File: config.mk
export PLATFORM = sky130hd
export DESIGN_NAME = sorted_key_counter_table
export DESIGN_NICKNAME = d
export VERILOG_FILES = /design/src/skct_pkg.sv /design/src/sorted_key_counter_table.sv /design/src/skct_ctrl.sv /design/src/skct_datapath.sv
export SDC_FILE = /design/constraint.sdc
export NUM_CORES = 2
export LEC_CHECK = 0
export BUFFER_PORTS_ARGS = -buffer_cell sky130_fd_sc_hd__clkbuf_2
export CORE_MARGIN = 2
export CORE_UTILIZATION = 30
export DETAILED_ROUTE_END_ITERATION = 8
export PLACE_DENSITY = 0.55
export SYNTH_ARGS = -nofsm -noshare
export SYNTH_HDL_FRONTEND = slang
export SYNTH_SLANG_ARGS = --single-unit
File: constraint.sdc
create_clock -name clk_i -period 12.3 [get_ports clk_i]
set_input_delay 2.46 -clock clk_i [delete_from_list [all_inputs] [get_ports clk_i]]
set_output_delay 2.46 -clock clk_i [all_outputs]
set_load 0.02 [all_outputs]
File: src/skct_pkg.sv
// Package for the sorted key counter table: sizes, codes and controller/datapath types.
`timescale 1ns / 1ps
`default_nettype none

package skct_pkg;

  localparam int TABLE_ENTRIES = 16;

  localparam int KIND_W  = 2;
  localparam int KEY_W   = 16;
  localparam int COUNT_W = 31;

  // fill count holds 0..TABLE_ENTRIES, entry index holds 0..TABLE_ENTRIES-1
  localparam int CNT_W = $clog2(TABLE_ENTRIES + 1);
  localparam int IDX_W = (TABLE_ENTRIES > 1) ? $clog2(TABLE_ENTRIES) : 1;

  localparam int IN_TDATA_W  = ((KEY_W + COUNT_W + 7) / 8) * 8;
  localparam int OUT_TDATA_W = ((COUNT_W + 2 + 7) / 8) * 8;

  localparam logic [CNT_W-1:0]   TABLE_FULL = CNT_W'(TABLE_ENTRIES);
  localparam logic [COUNT_W-1:0] COUNT_MAX  = {COUNT_W{1'b1}};

  typedef enum logic [KIND_W-1:0] {
    KIND_INC = 2'd0,
    KIND_DEC = 2'd1,
    KIND_SET = 2'd2,
    KIND_GET = 2'd3
  } kind_e;

  typedef enum logic [1:0] {
    ST_IDLE,
    ST_SEARCH,
    ST_UPDATE
  } state_e;

  typedef struct packed {
    logic capture;  // take the incoming word into the request register
    logic search;   // register lookup position, hit and current count
    logic commit;   // apply the update and load the output register
  } cmd_t;

  typedef struct packed {
    logic             out_stall;  // output register full and not taken
    logic [CNT_W-1:0] used;       // entries in use
  } status_t;

endpackage

`default_nettype wire

File: src/sorted_key_counter_table.sv
// Top level of the sorted key counter table.
`timescale 1ns / 1ps
`default_nettype none

// Table of up to TABLE_ENTRIES counters kept in ascending key order. Each input word
// (kind in tuser; key and amount in tdata) yields one result word holding the count
// after the operation, whether the key was already present, and whether a needed
// insert was refused because the table was full. A search state compares the key
// against all valid entries in parallel and picks the lowest entry not below it; an
// update state then applies the update, shifts the tail up for an insert and loads
// the output register. A new word is taken in that update cycle, so the next word is
// captured while the last one is updated; a result left waiting at the output holds
// the update of the following word until it is taken. The fill count clears at reset;
// entry contents need no clearing, so the block is ready right after reset.
module sorted_key_counter_table
  import skct_pkg::*;
(
  input  wire logic                   clk_i,
  input  wire logic                   rst_ni,
  input  wire logic                   s_axis_tvalid_i,
  output logic                        s_axis_tready_o,
  // [15:0] key, [46:16] amount, [47] zero
  input  wire logic [IN_TDATA_W-1:0]  s_axis_tdata_i,
  // [1:0] kind
  input  wire logic [KIND_W-1:0]      s_axis_tuser_i,
  output logic                        m_axis_tvalid_o,
  input  wire logic                   m_axis_tready_i,
  // [30:0] count, [31] found, [32] full_res, [39:33] zero
  output logic [OUT_TDATA_W-1:0]      m_axis_tdata_o
);

  cmd_t    cmd;
  status_t status;

  skct_ctrl u_ctrl (
    .clk_i           (clk_i),
    .rst_ni          (rst_ni),
    .s_axis_tvalid_i (s_axis_tvalid_i),
    .s_axis_tready_o (s_axis_tready_o),
    .status_i        (status),
    .cmd_o           (cmd)
  );

  skct_datapath u_datapath (
    .clk_i           (clk_i),
    .rst_ni          (rst_ni),
    .cmd_i           (cmd),
    .status_o        (status),
    .s_axis_tdata_i  (s_axis_tdata_i),
    .s_axis_tuser_i  (s_axis_tuser_i),
    .m_axis_tvalid_o (m_axis_tvalid_o),
    .m_axis_tready_i (m_axis_tready_i),
    .m_axis_tdata_o  (m_axis_tdata_o)
  );

  a_used_bound: assert property (@(posedge clk_i) disable iff (!rst_ni)
    status.used <= TABLE_FULL)
    else $error("fill count beyond table size");

  a_used_monotonic: assert property (@(posedge clk_i) disable iff (!rst_ni)
    1'b1 |=> status.used >= $past(status.used))
    else $error("fill count decreased");

  a_search_after_accept: assert property (@(posedge clk_i) disable iff (!rst_ni)
    (s_axis_tvalid_i && s_axis_tready_o) |=> !s_axis_tready_o && cmd.search)
    else $error("accepted word not followed by a search cycle");

  a_hit_not_full: assert property (@(posedge clk_i) disable iff (!rst_ni)
    m_axis_tvalid_o |-> !(m_axis_tdata_o[COUNT_W] && m_axis_tdata_o[COUNT_W+1]))
    else $error("result flags both found and full");

endmodule

`default_nettype wire

File: src/skct_ctrl.sv
// Controller for the sorted key counter table: search / update sequencing.
`timescale 1ns / 1ps
`default_nettype none

module skct_ctrl
  import skct_pkg::*;
(
  input  wire logic    clk_i,
  input  wire logic    rst_ni,
  input  wire logic    s_axis_tvalid_i,
  output logic         s_axis_tready_o,
  input  wire status_t status_i,
  output cmd_t         cmd_o
);

  state_e state_q, state_d;
  logic   commit_ok;
  logic   accept;

  assign commit_ok = (state_q == ST_UPDATE) && !status_i.out_stall;
  assign accept    = s_axis_tvalid_i && s_axis_tready_o;

  always_comb begin
    state_d = state_q;
    unique case (state_q)
      ST_IDLE: begin
        if (accept) state_d = ST_SEARCH;
      end
      ST_SEARCH: begin
        state_d = ST_UPDATE;
      end
      ST_UPDATE: begin
        if (commit_ok) state_d = accept ? ST_SEARCH : ST_IDLE;
      end
      default: begin
        state_d = ST_IDLE;
      end
    endcase
  end

  // a new word may enter in the update cycle; its search sees the committed table
  always_comb begin
    s_axis_tready_o = 1'b0;
    cmd_o           = '0;
    unique case (state_q)
      ST_IDLE: begin
        s_axis_tready_o = 1'b1;
      end
      ST_SEARCH: begin
        cmd_o.search = 1'b1;
      end
      ST_UPDATE: begin
        s_axis_tready_o = commit_ok;
        cmd_o.commit    = commit_ok;
      end
      default: begin
        s_axis_tready_o = 1'b0;
      end
    endcase
    cmd_o.capture = s_axis_tvalid_i && s_axis_tready_o;
  end

  always_ff @(posedge clk_i or negedge rst_ni) begin
    if (!rst_ni) begin
      state_q <= ST_IDLE;
    end else begin
      state_q <= state_d;
    end
  end

endmodule

`default_nettype wire

File: src/skct_datapath.sv
// Datapath for the sorted key counter table: entry registers, lookup, update, output register.
`timescale 1ns / 1ps
`default_nettype none

module skct_datapath
  import skct_pkg::*;
(
  input  wire logic                   clk_i,
  input  wire logic                   rst_ni,
  input  wire cmd_t                   cmd_i,
  output status_t                     status_o,
  input  wire logic [IN_TDATA_W-1:0]  s_axis_tdata_i,
  input  wire logic [KIND_W-1:0]      s_axis_tuser_i,
  output logic                        m_axis_tvalid_o,
  input  wire logic                   m_axis_tready_i,
  output logic [OUT_TDATA_W-1:0]      m_axis_tdata_o
);

  logic [KEY_W-1:0]   key_q [TABLE_ENTRIES];
  logic [COUNT_W-1:0] cnt_q [TABLE_ENTRIES];
  logic [CNT_W-1:0]   used_q, used_d;

  kind_e              req_kind_q;
  logic [KEY_W-1:0]   req_key_q;
  logic [COUNT_W-1:0] req_amt_q;

  logic [CNT_W-1:0]   pos_d, pos_q;
  logic               hit_d, hit_q;
  logic [COUNT_W-1:0] cur_d, cur_q;
  logic [IDX_W-1:0]   pos_idx;

  logic [COUNT_W:0]   sum;
  logic [COUNT_W-1:0] upd_cnt;
  logic               need_ins;
  logic               ins_ok;
  logic               full_d;
  logic [COUNT_W-1:0] res_cnt;

  logic               out_valid_q;
  logic [COUNT_W-1:0] out_cnt_q;
  logic               out_found_q;
  logic               out_full_q;

  always_ff @(posedge clk_i) begin
    if (cmd_i.capture) begin
      req_kind_q <= kind_e'(s_axis_tuser_i);
      req_key_q  <= s_axis_tdata_i[KEY_W-1:0];
      req_amt_q  <= s_axis_tdata_i[KEY_W+COUNT_W-1:KEY_W];
    end
  end

  // parallel compare over valid entries; descending scan leaves the lowest key >= request
  always_comb begin
    pos_d = used_q;
    hit_d = 1'b0;
    for (int i = TABLE_ENTRIES - 1; i >= 0; i--) begin
      if ((CNT_W'(i) < used_q) && (key_q[i] >= req_key_q)) pos_d = CNT_W'(i);
    end
    for (int i = 0; i < TABLE_ENTRIES; i++) begin
      if ((CNT_W'(i) < used_q) && (key_q[i] == req_key_q)) hit_d = 1'b1;
    end
    cur_d = cnt_q[pos_d[IDX_W-1:0]];
  end

  always_ff @(posedge clk_i) begin
    if (cmd_i.search) begin
      pos_q <= pos_d;
      hit_q <= hit_d;
      cur_q <= cur_d;
    end
  end

  assign pos_idx = pos_q[IDX_W-1:0];

  // both operands below 2^31, so the carry bit alone flags saturation
  assign sum = {1'b0, cur_q} + {1'b0, req_amt_q};

  always_comb begin
    unique case (req_kind_q)
      KIND_INC: upd_cnt = sum[COUNT_W] ? COUNT_MAX : sum[COUNT_W-1:0];
      KIND_DEC: upd_cnt = (cur_q > req_amt_q) ? (cur_q - req_amt_q) : '0;
      KIND_SET: upd_cnt = req_amt_q;
      KIND_GET: upd_cnt = cur_q;
      default:  upd_cnt = cur_q;
    endcase
  end

  assign need_ins = !hit_q && ((req_kind_q == KIND_INC) || (req_kind_q == KIND_SET));
  assign ins_ok   = need_ins && (used_q != TABLE_FULL);
  assign full_d   = need_ins && (used_q == TABLE_FULL);
  assign res_cnt  = hit_q ? upd_cnt : (ins_ok ? req_amt_q : '0);

  always_ff @(posedge clk_i) begin
    if (cmd_i.commit) begin
      if (hit_q) begin
        cnt_q[pos_idx] <= upd_cnt;
      end else if (ins_ok) begin
        // open a slot at the insert position by moving the tail up one entry
        for (int i = TABLE_ENTRIES - 1; i >= 1; i--) begin
          if ((CNT_W'(i) > pos_q) && (CNT_W'(i) <= used_q)) begin
            key_q[i] <= key_q[i-1];
            cnt_q[i] <= cnt_q[i-1];
          end
        end
        key_q[pos_idx] <= req_key_q;
        cnt_q[pos_idx] <= req_amt_q;
      end
    end
  end

  assign used_d = (cmd_i.commit && ins_ok) ? used_q + CNT_W'(1) : used_q;

  always_ff @(posedge clk_i or negedge rst_ni) begin
    if (!rst_ni) begin
      used_q      <= '0;
      out_valid_q <= 1'b0;
    end else begin
      used_q <= used_d;
      if (cmd_i.commit) begin
        out_valid_q <= 1'b1;
      end else if (m_axis_tready_i) begin
        out_valid_q <= 1'b0;
      end
    end
  end

  always_ff @(posedge clk_i) begin
    if (cmd_i.commit) begin
      out_cnt_q   <= res_cnt;
      out_found_q <= hit_q;
      out_full_q  <= full_d;
    end
  end

  assign status_o.out_stall = out_valid_q && !m_axis_tready_i;
  assign status_o.used      = used_q;

  assign m_axis_tvalid_o = out_valid_q;
  assign m_axis_tdata_o  = {{(OUT_TDATA_W - COUNT_W - 2){1'b0}}, out_full_q, out_found_q,
                            out_cnt_q};

endmodule

`default_nettype wire
* After elaboration in Yosys (flattened, before gate mapping) *
Memory sizes are Yosys's and may differ from the RTL's. A register that Yosys moved wholly into a read port is not among the register bits.
Index checks and enable logic that the tools add are counted.

word-level totals
  register bits = 96
  RAM bits = 752
  output and inout bits = 42
  memories = 2

memory list
  name              words  width  rd ports  clocked after memory_dff  write ports  RTL line             RTL
  u_datapath.cnt_q  16     31     16        1                         16           skct_datapath.sv:20  logic [COUNT_W-1:0] cnt_q [TABLE_ENTRIES];
  u_datapath.key_q  16     16     16        0                         16           skct_datapath.sv:19  logic [KEY_W-1:0] key_q [TABLE_ENTRIES];

cells by class
  add/subtract/negate cells = 3
  magnitude comparators = 63
  equal/unequal tests = 25
  muxes and demuxes = 114
  bitwise operators = 1
  reduce and logical (&&, ||, !) cells = 64

operators by type and width
  cell                                                           count
  == test 16 bit                                                 16
  greater-or-equal comparator 16 bit                             16
  two-way mux 31 bit                                             5
  one-hot mux 31 bit (4 select lines)                            1
  two-way mux 1 bit                                              88
  two-way mux 4 bit                                              16
  logical AND 1 bit                                              54
  greater-than comparator 4 x 5 -> 1 bit (first input constant)  8
  <= comparator 4 x 5 -> 1 bit (first input constant)            8
  less-than comparator 4 x 5 -> 1 bit (first input constant)     8
  adder 31 x 31 -> 32 bit                                        1
  greater-than comparator 31 bit                                 1
  subtractor 31 bit                                              1
  greater-than comparator 3 x 5 -> 1 bit (first input constant)  4
  <= comparator 3 x 5 -> 1 bit (first input constant)            4
  less-than comparator 3 x 5 -> 1 bit (first input constant)     4
  OR reduction 16 bit                                            1
  OR reduction 15 bit                                            1
  greater-than comparator 2 x 5 -> 1 bit (first input constant)  2
  <= comparator 2 x 5 -> 1 bit (first input constant)            2
  less-than comparator 1 x 5 -> 1 bit (first input constant)     2
  less-than comparator 2 x 5 -> 1 bit (first input constant)     2
  == test 2 bit (second input constant)                          3
  one-hot mux 2 bit (3 select lines)                             1
  other kinds (15)                                               21

* Longest topological paths before layout *
An unclocked memory read counts as a cell.

  depth after elaboration = 19
  mapped depth = 20

* Hierarchy *
From an unflattened synthesis, not the netlist that was laid out.

unflattened totals
  cell total of the unflattened synthesis = 4394
  area total of the unflattened synthesis = 52178.8 um2

by module, submodules not included
  module         instances  cells each  area each (um2)
  skct_datapath  1          4383        52062.4
  skct_ctrl      1          11          116.4

* Worst setup path before layout *
No wires, ideal clock.

  kind = input to register
  start = input m_axis_tready_i
  end = memory u_datapath.cnt_q[15][0] (enable)
  library setup time = 462 ps
  data arrival time = 6940 ps
  required time = 11838 ps
  path slack = 4897 ps
  cell stages on the path = 4
  path buffers = 0
  cell sequence = nor2b_1 > nor2_1 > o21ai_0 > o21ai_0

RTL lines
  item         RTL line                        RTL
  from (decl)  sorted_key_counter_table.sv:27  input wire logic m_axis_tready_i,
  to (decl)    skct_datapath.sv:20

* Worst setup path in the final report *
  start = register u_datapath.req_key_q[1]
  end = register u_datapath.cur_q[8] (read register of u_datapath.cnt_q) (data pin)

on the way
  word-level cells in the longest chain between the ends = 18

ends and longest elaborated chain
  item                                RTL line             RTL
  from (decl)                         skct_datapath.sv:24  logic [KEY_W-1:0] req_key_q;
  from (signal assigned)              skct_datapath.sv:47  req_key_q <= s_axis_tdata_i[KEY_W-1:0];
  greater-or-equal comparator 16 bit  skct_datapath.sv:57  if ((CNT_W'(i) < used_q) && (key_q[i] >= req_key_q)) pos_d = CNT_W'(i);
  logical AND 1 bit                   skct_datapath.sv:57
  two-way mux 4 bit (15 in series)    skct_datapath.sv:57
  two-way mux 4 bit (*)               skct_datapath.sv:57
  to (decl)                           skct_datapath.sv:29  logic [COUNT_W-1:0] cur_d, cur_q;

Mark *: on every way between the ends. The rest lies on a longest branch, timed or not.
A chain may end at the register's enable or synchronous reset.

==> flow_summary.yaml <==
run_status:
  run_status: "finished clean"
clocking:
  cts_sinks: 879
  htree_num_levels: 3
  cts_buffers: 93
  path_clk_slew_ns: 0.06
  cts_tree: "built"
  clk_latency_ns: 0.72
  cts_buffer_depth: 3
  post_cts_resized: 0
  postCtsSetupBuffers: 0
  cts_hold_buf: 0
  cts_root_buffer: "clkbuf_16"
logic_synthesis:
  yosys_warnings: 0
  seq_area_frac_synth: 0.5253
  synth_area_um2: 50170
  synth.distinct_cells: 98
  avgSynthCellArea_um2: 11.33
  ys_ff_latch: 879
  ys.flop_type: "edfxtp_1"
  synth_cells: 4429
  synth_enable_flop_cells: 871
  synthArstFlopShare: 0.009101
drt:
  drc: 0
  routed-via-count: 38680
  drt_iter0_drc: 4457
  dr.max_layer_used: "met5"
  first_pass_iters: 6
  wl_per_cell_um: 26.43
  viasPerCell: 5.789
  met3_length_mm: 14.28
  drt_wl_total_mm: 176.6
  ant_nets: 0
  wl_met2_mm: 80.25
  drt-met1-wl_mm: 75.14
setup_path:
  critPathKind: "flip-flop to flip-flop"
  crit_cells: 16
  regToRegStartpoint: "u_datapath.req_key_q[1]$_DFFE_PP_"
  max_stage_delay_ns: 0.91
  critPathMaxFanout: 56
  critPathCaptureType: "flip-flop"
  crit_path_end: "u_datapath.cur_q[8]$_DFFE_PN_"
  cp.arrival_ns: 8.20
  critPathSlowestCell: "buf_4"
  startpoint: "u_datapath.req_key_q[1]$_DFFE_PP_"
  rrSetupSlack_ns: 4.53
  r2r-end: "u_datapath.cur_q[8]$_DFFE_PN_"
  crit_top_cell: "buf_4"
  critical-path-top-delay-family: "buffers and inverters"
  timing.critical_path.cells: "inv_1, buf_4, ha_1, nor2b_1, o21bai_1, a311oi_1, nor4bb_1, nor3_1, o211ai_1, o221ai_4, nor2_4, buf_4, buf_4, mux2i_1, o22ai_1, or4_1"
  path_buf_inv: 4
  reg2reg_depth: 16
  cp.required_ns: 12.73
  crit_path_start_kind: "flip-flop"
timing:
  worst_slew_pin_slew_ns: 1.221
  skew_ns: 0.03695
  rsz0062_at_grt: "false"
  max-slew-margin-rel: 0.1815
  setup_viol: 0
  period_minus_slack_ns: 7.771
  slew_viol_final: 0
  fmax_mhz: 128.7
  tns_ns: 0
  timing.final.crit_share: 0.6318
  hold_viol: 0
placement:
  placed_area_um2: 53190
  placed_cells_incl_taps: 6506
  io_buffers: 87
  dp_hpwl_mm: 112.7
  gp_congestion: 0.8727
power_and_ir_drop:
  pwr-share-clk: 0.275
  vdd_ir_drop_max_v: 0.0002783
  combPwrFrac: 0.366
  switching_share: 0.3605
  leakage_uw: 0.02064
  power_switching_uw: 3929
  p_per_area_nw_per_um2: 193.5
  p_seq_frac: 0.359
  p_int_uw: 6971
die:
  die_height_um: 413.0
  initial_utilization: 0.3011
  ios: 96
  fp-row-count: 150
  core_um2: 166700
  die_w_um: 413.0
  die-area_um2: 170500
global_route:
  grt_pass1_wl_mm: 255.6
  first_global_vias: 37360
  overflow: 0
  antenna_found_initial: 4
  grt_usage: 0.2020
  grt_max_degree: 125
layout:
  drive_gt1_frac: 0.1158
  nets: 4774
  area_delta_synth_final_pct: 12.25
  fin_cells: 6682
  finish.instance_area_um2: 56320
worst_hold_path:
  hold_class: "flip-flop to flip-flop"
job:
  drv_cap: 0
## cell type report
| class | instances | area, um2 |
|---|---|---|
| Tap cell | 2204 | 2758 |
| Clock inverter | 65 | 698.2 |
| Inverter | 128 | 480.5 |
| Fill cell | 16660 | 110300 |
| Multi-Input combinational cell | 3083 | 22210 |
| Clock buffer | 107 | 2422 |
| Timing Repair Buffer | 212 | 1386 |
| Antenna cell | 4 | 10.01 |
| Sequential cell | 879 | 26360 |
## layer usage
metal	global-route usage	up-vias
met2	0.3236	1784
met4	0.07423	6
met5	0	-
met3	0.03570	355
li1	-	17170
met1	0.2722	19360
## kinds of logic after synthesis
group / count (synthesis) / share of synthesized area
flip-flops: 879 / 0.5253
multiplexers: 324 / 0.06651
XOR/XNOR: 7 / 0.001222
AO/OA/AOI/OAI: 1367 / 0.1877
AND/OR/NAND/NOR: 1055 / 0.09873
buffers and inverters: 473 / 0.03967
other: 1 / 0.00007474
adder cells (fa/ha/maj): 323 / 0.08085
## power groups by stage
stage                     logic, uW  clock network, uW  registers [uW]
final                          3990               3000            3910
after global routing           4280               3130            3920
after CTS                      3940               3030            3900
after detailed placement       3920                  0            3970
after global placement         3860                  0            3970
after floorplan                2820                  0            3870
## registers in the layout (all words and copies together) (netlist names)
register	cells
u_datapath.out_full_q	1
u_datapath.req_kind_q	2
u_datapath.cur_q	31
u_datapath.out_found_q	1
u_datapath.out_cnt_q	31
u_datapath.used_q	5
u_datapath.hit_q	1
u_datapath.req_amt_q	31
u_datapath.req_key_q	16
u_datapath.m_axis_tvalid_o	1
u_datapath.pos_q	5
u_ctrl.state_q	2
u_datapath.key_q	256
u_datapath.cnt_q	496
## metrics by stage
stage / util / total power, uW / worst slack (ns) / hold WS, ns
finish: 0.3380 / 10900 / 4.529 / 0.5258
global route: 0.3379 / 11320 / 4.405 / 0.5651
CTS: 0.3379 / 10880 / 4.682 / 0.5312
detailed placement: 0.3192 / 7887 / 4.684 / 0.5129
global placement: 0.3192 / 7825 / 4.713 / 0.5112
floorplan: - / 6692 / 4.897 / 0.4244
## synthesized netlist by cell type, drive strengths merged (26+ instances only)
| cell type | number | share of area |
|---|---|---|
| a211oi | 33 | 0.0051 |
| a21o | 45 | 0.0067 |
| a21oi | 344 | 0.034 |
| a221o | 281 | 0.056 |
| buf | 116 | 0.013 |
| clkbuf | 229 | 0.017 |
| edfxtp | 871 | 0.52 |
| ha | 321 | 0.080 |
| inv | 128 | 0.0096 |
| mux2 | 75 | 0.017 |
| mux2i | 249 | 0.050 |
| nand2 | 362 | 0.027 |
| nand2b | 26 | 0.0032 |
| nand3 | 71 | 0.0071 |
| nand4 | 48 | 0.0061 |
| nor2 | 318 | 0.024 |
| nor3 | 45 | 0.0049 |
| o21ai | 308 | 0.031 |
| o22ai | 125 | 0.016 |
| or4 | 34 | 0.0052 |
## how the worst min path moves through the flow
| stage | startpoint | cells past startpoint | slack (ns) | end |
|---|---|---|---|---|
| 3_5_place_dp | u_datapath.m_axis_tvalid_o$_DFFE_PN0P_ | 2 | 0.51 | u_datapath.m_axis_tvalid_o$_DFFE_PN0P_ |
| 2_1_floorplan | u_datapath.hit_q$_SDFFCE_PP1N_ | 0 | 0.42 | u_datapath.out_found_q$_DFFE_PP_ |
| 4_1_cts | u_datapath.m_axis_tvalid_o$_DFFE_PN0P_ | 2 | 0.53 | u_datapath.m_axis_tvalid_o$_DFFE_PN0P_ |
| 3_3_place_gp | u_datapath.m_axis_tvalid_o$_DFFE_PN0P_ | 2 | 0.51 | u_datapath.m_axis_tvalid_o$_DFFE_PN0P_ |
| 5_1_grt | u_datapath.m_axis_tvalid_o$_DFFE_PN0P_ | 2 | 0.57 | u_datapath.m_axis_tvalid_o$_DFFE_PN0P_ |
| 6_report | u_datapath.m_axis_tvalid_o$_DFFE_PN0P_ | 2 | 0.53 | u_datapath.m_axis_tvalid_o$_DFFE_PN0P_ |
## worst min-delay path, delay by kind of cell, from the launching register on
family	cells	cell delay [ns]
DFF	1	0.36
and+or+nand+nor	2	0.14
## placed cells by master, fill, tap and decap left out, types with 33 or more instances in the layout
cell type / count
a21o_1: 45
a21oi_1: 339
a221o_1: 281
buf_4: 124
clkbuf_16: 95
clkbuf_2: 87
edfxtp_1: 871
ha_1: 321
inv_1: 128
mux2_2: 74
mux2i_1: 248
nand2_1: 358
nand3_1: 68
nand4_1: 47
nor2_1: 298
nor3_1: 37
o21ai_0: 289
o22ai_1: 125
or4_1: 33
Power figures use the tool's default switching activity.
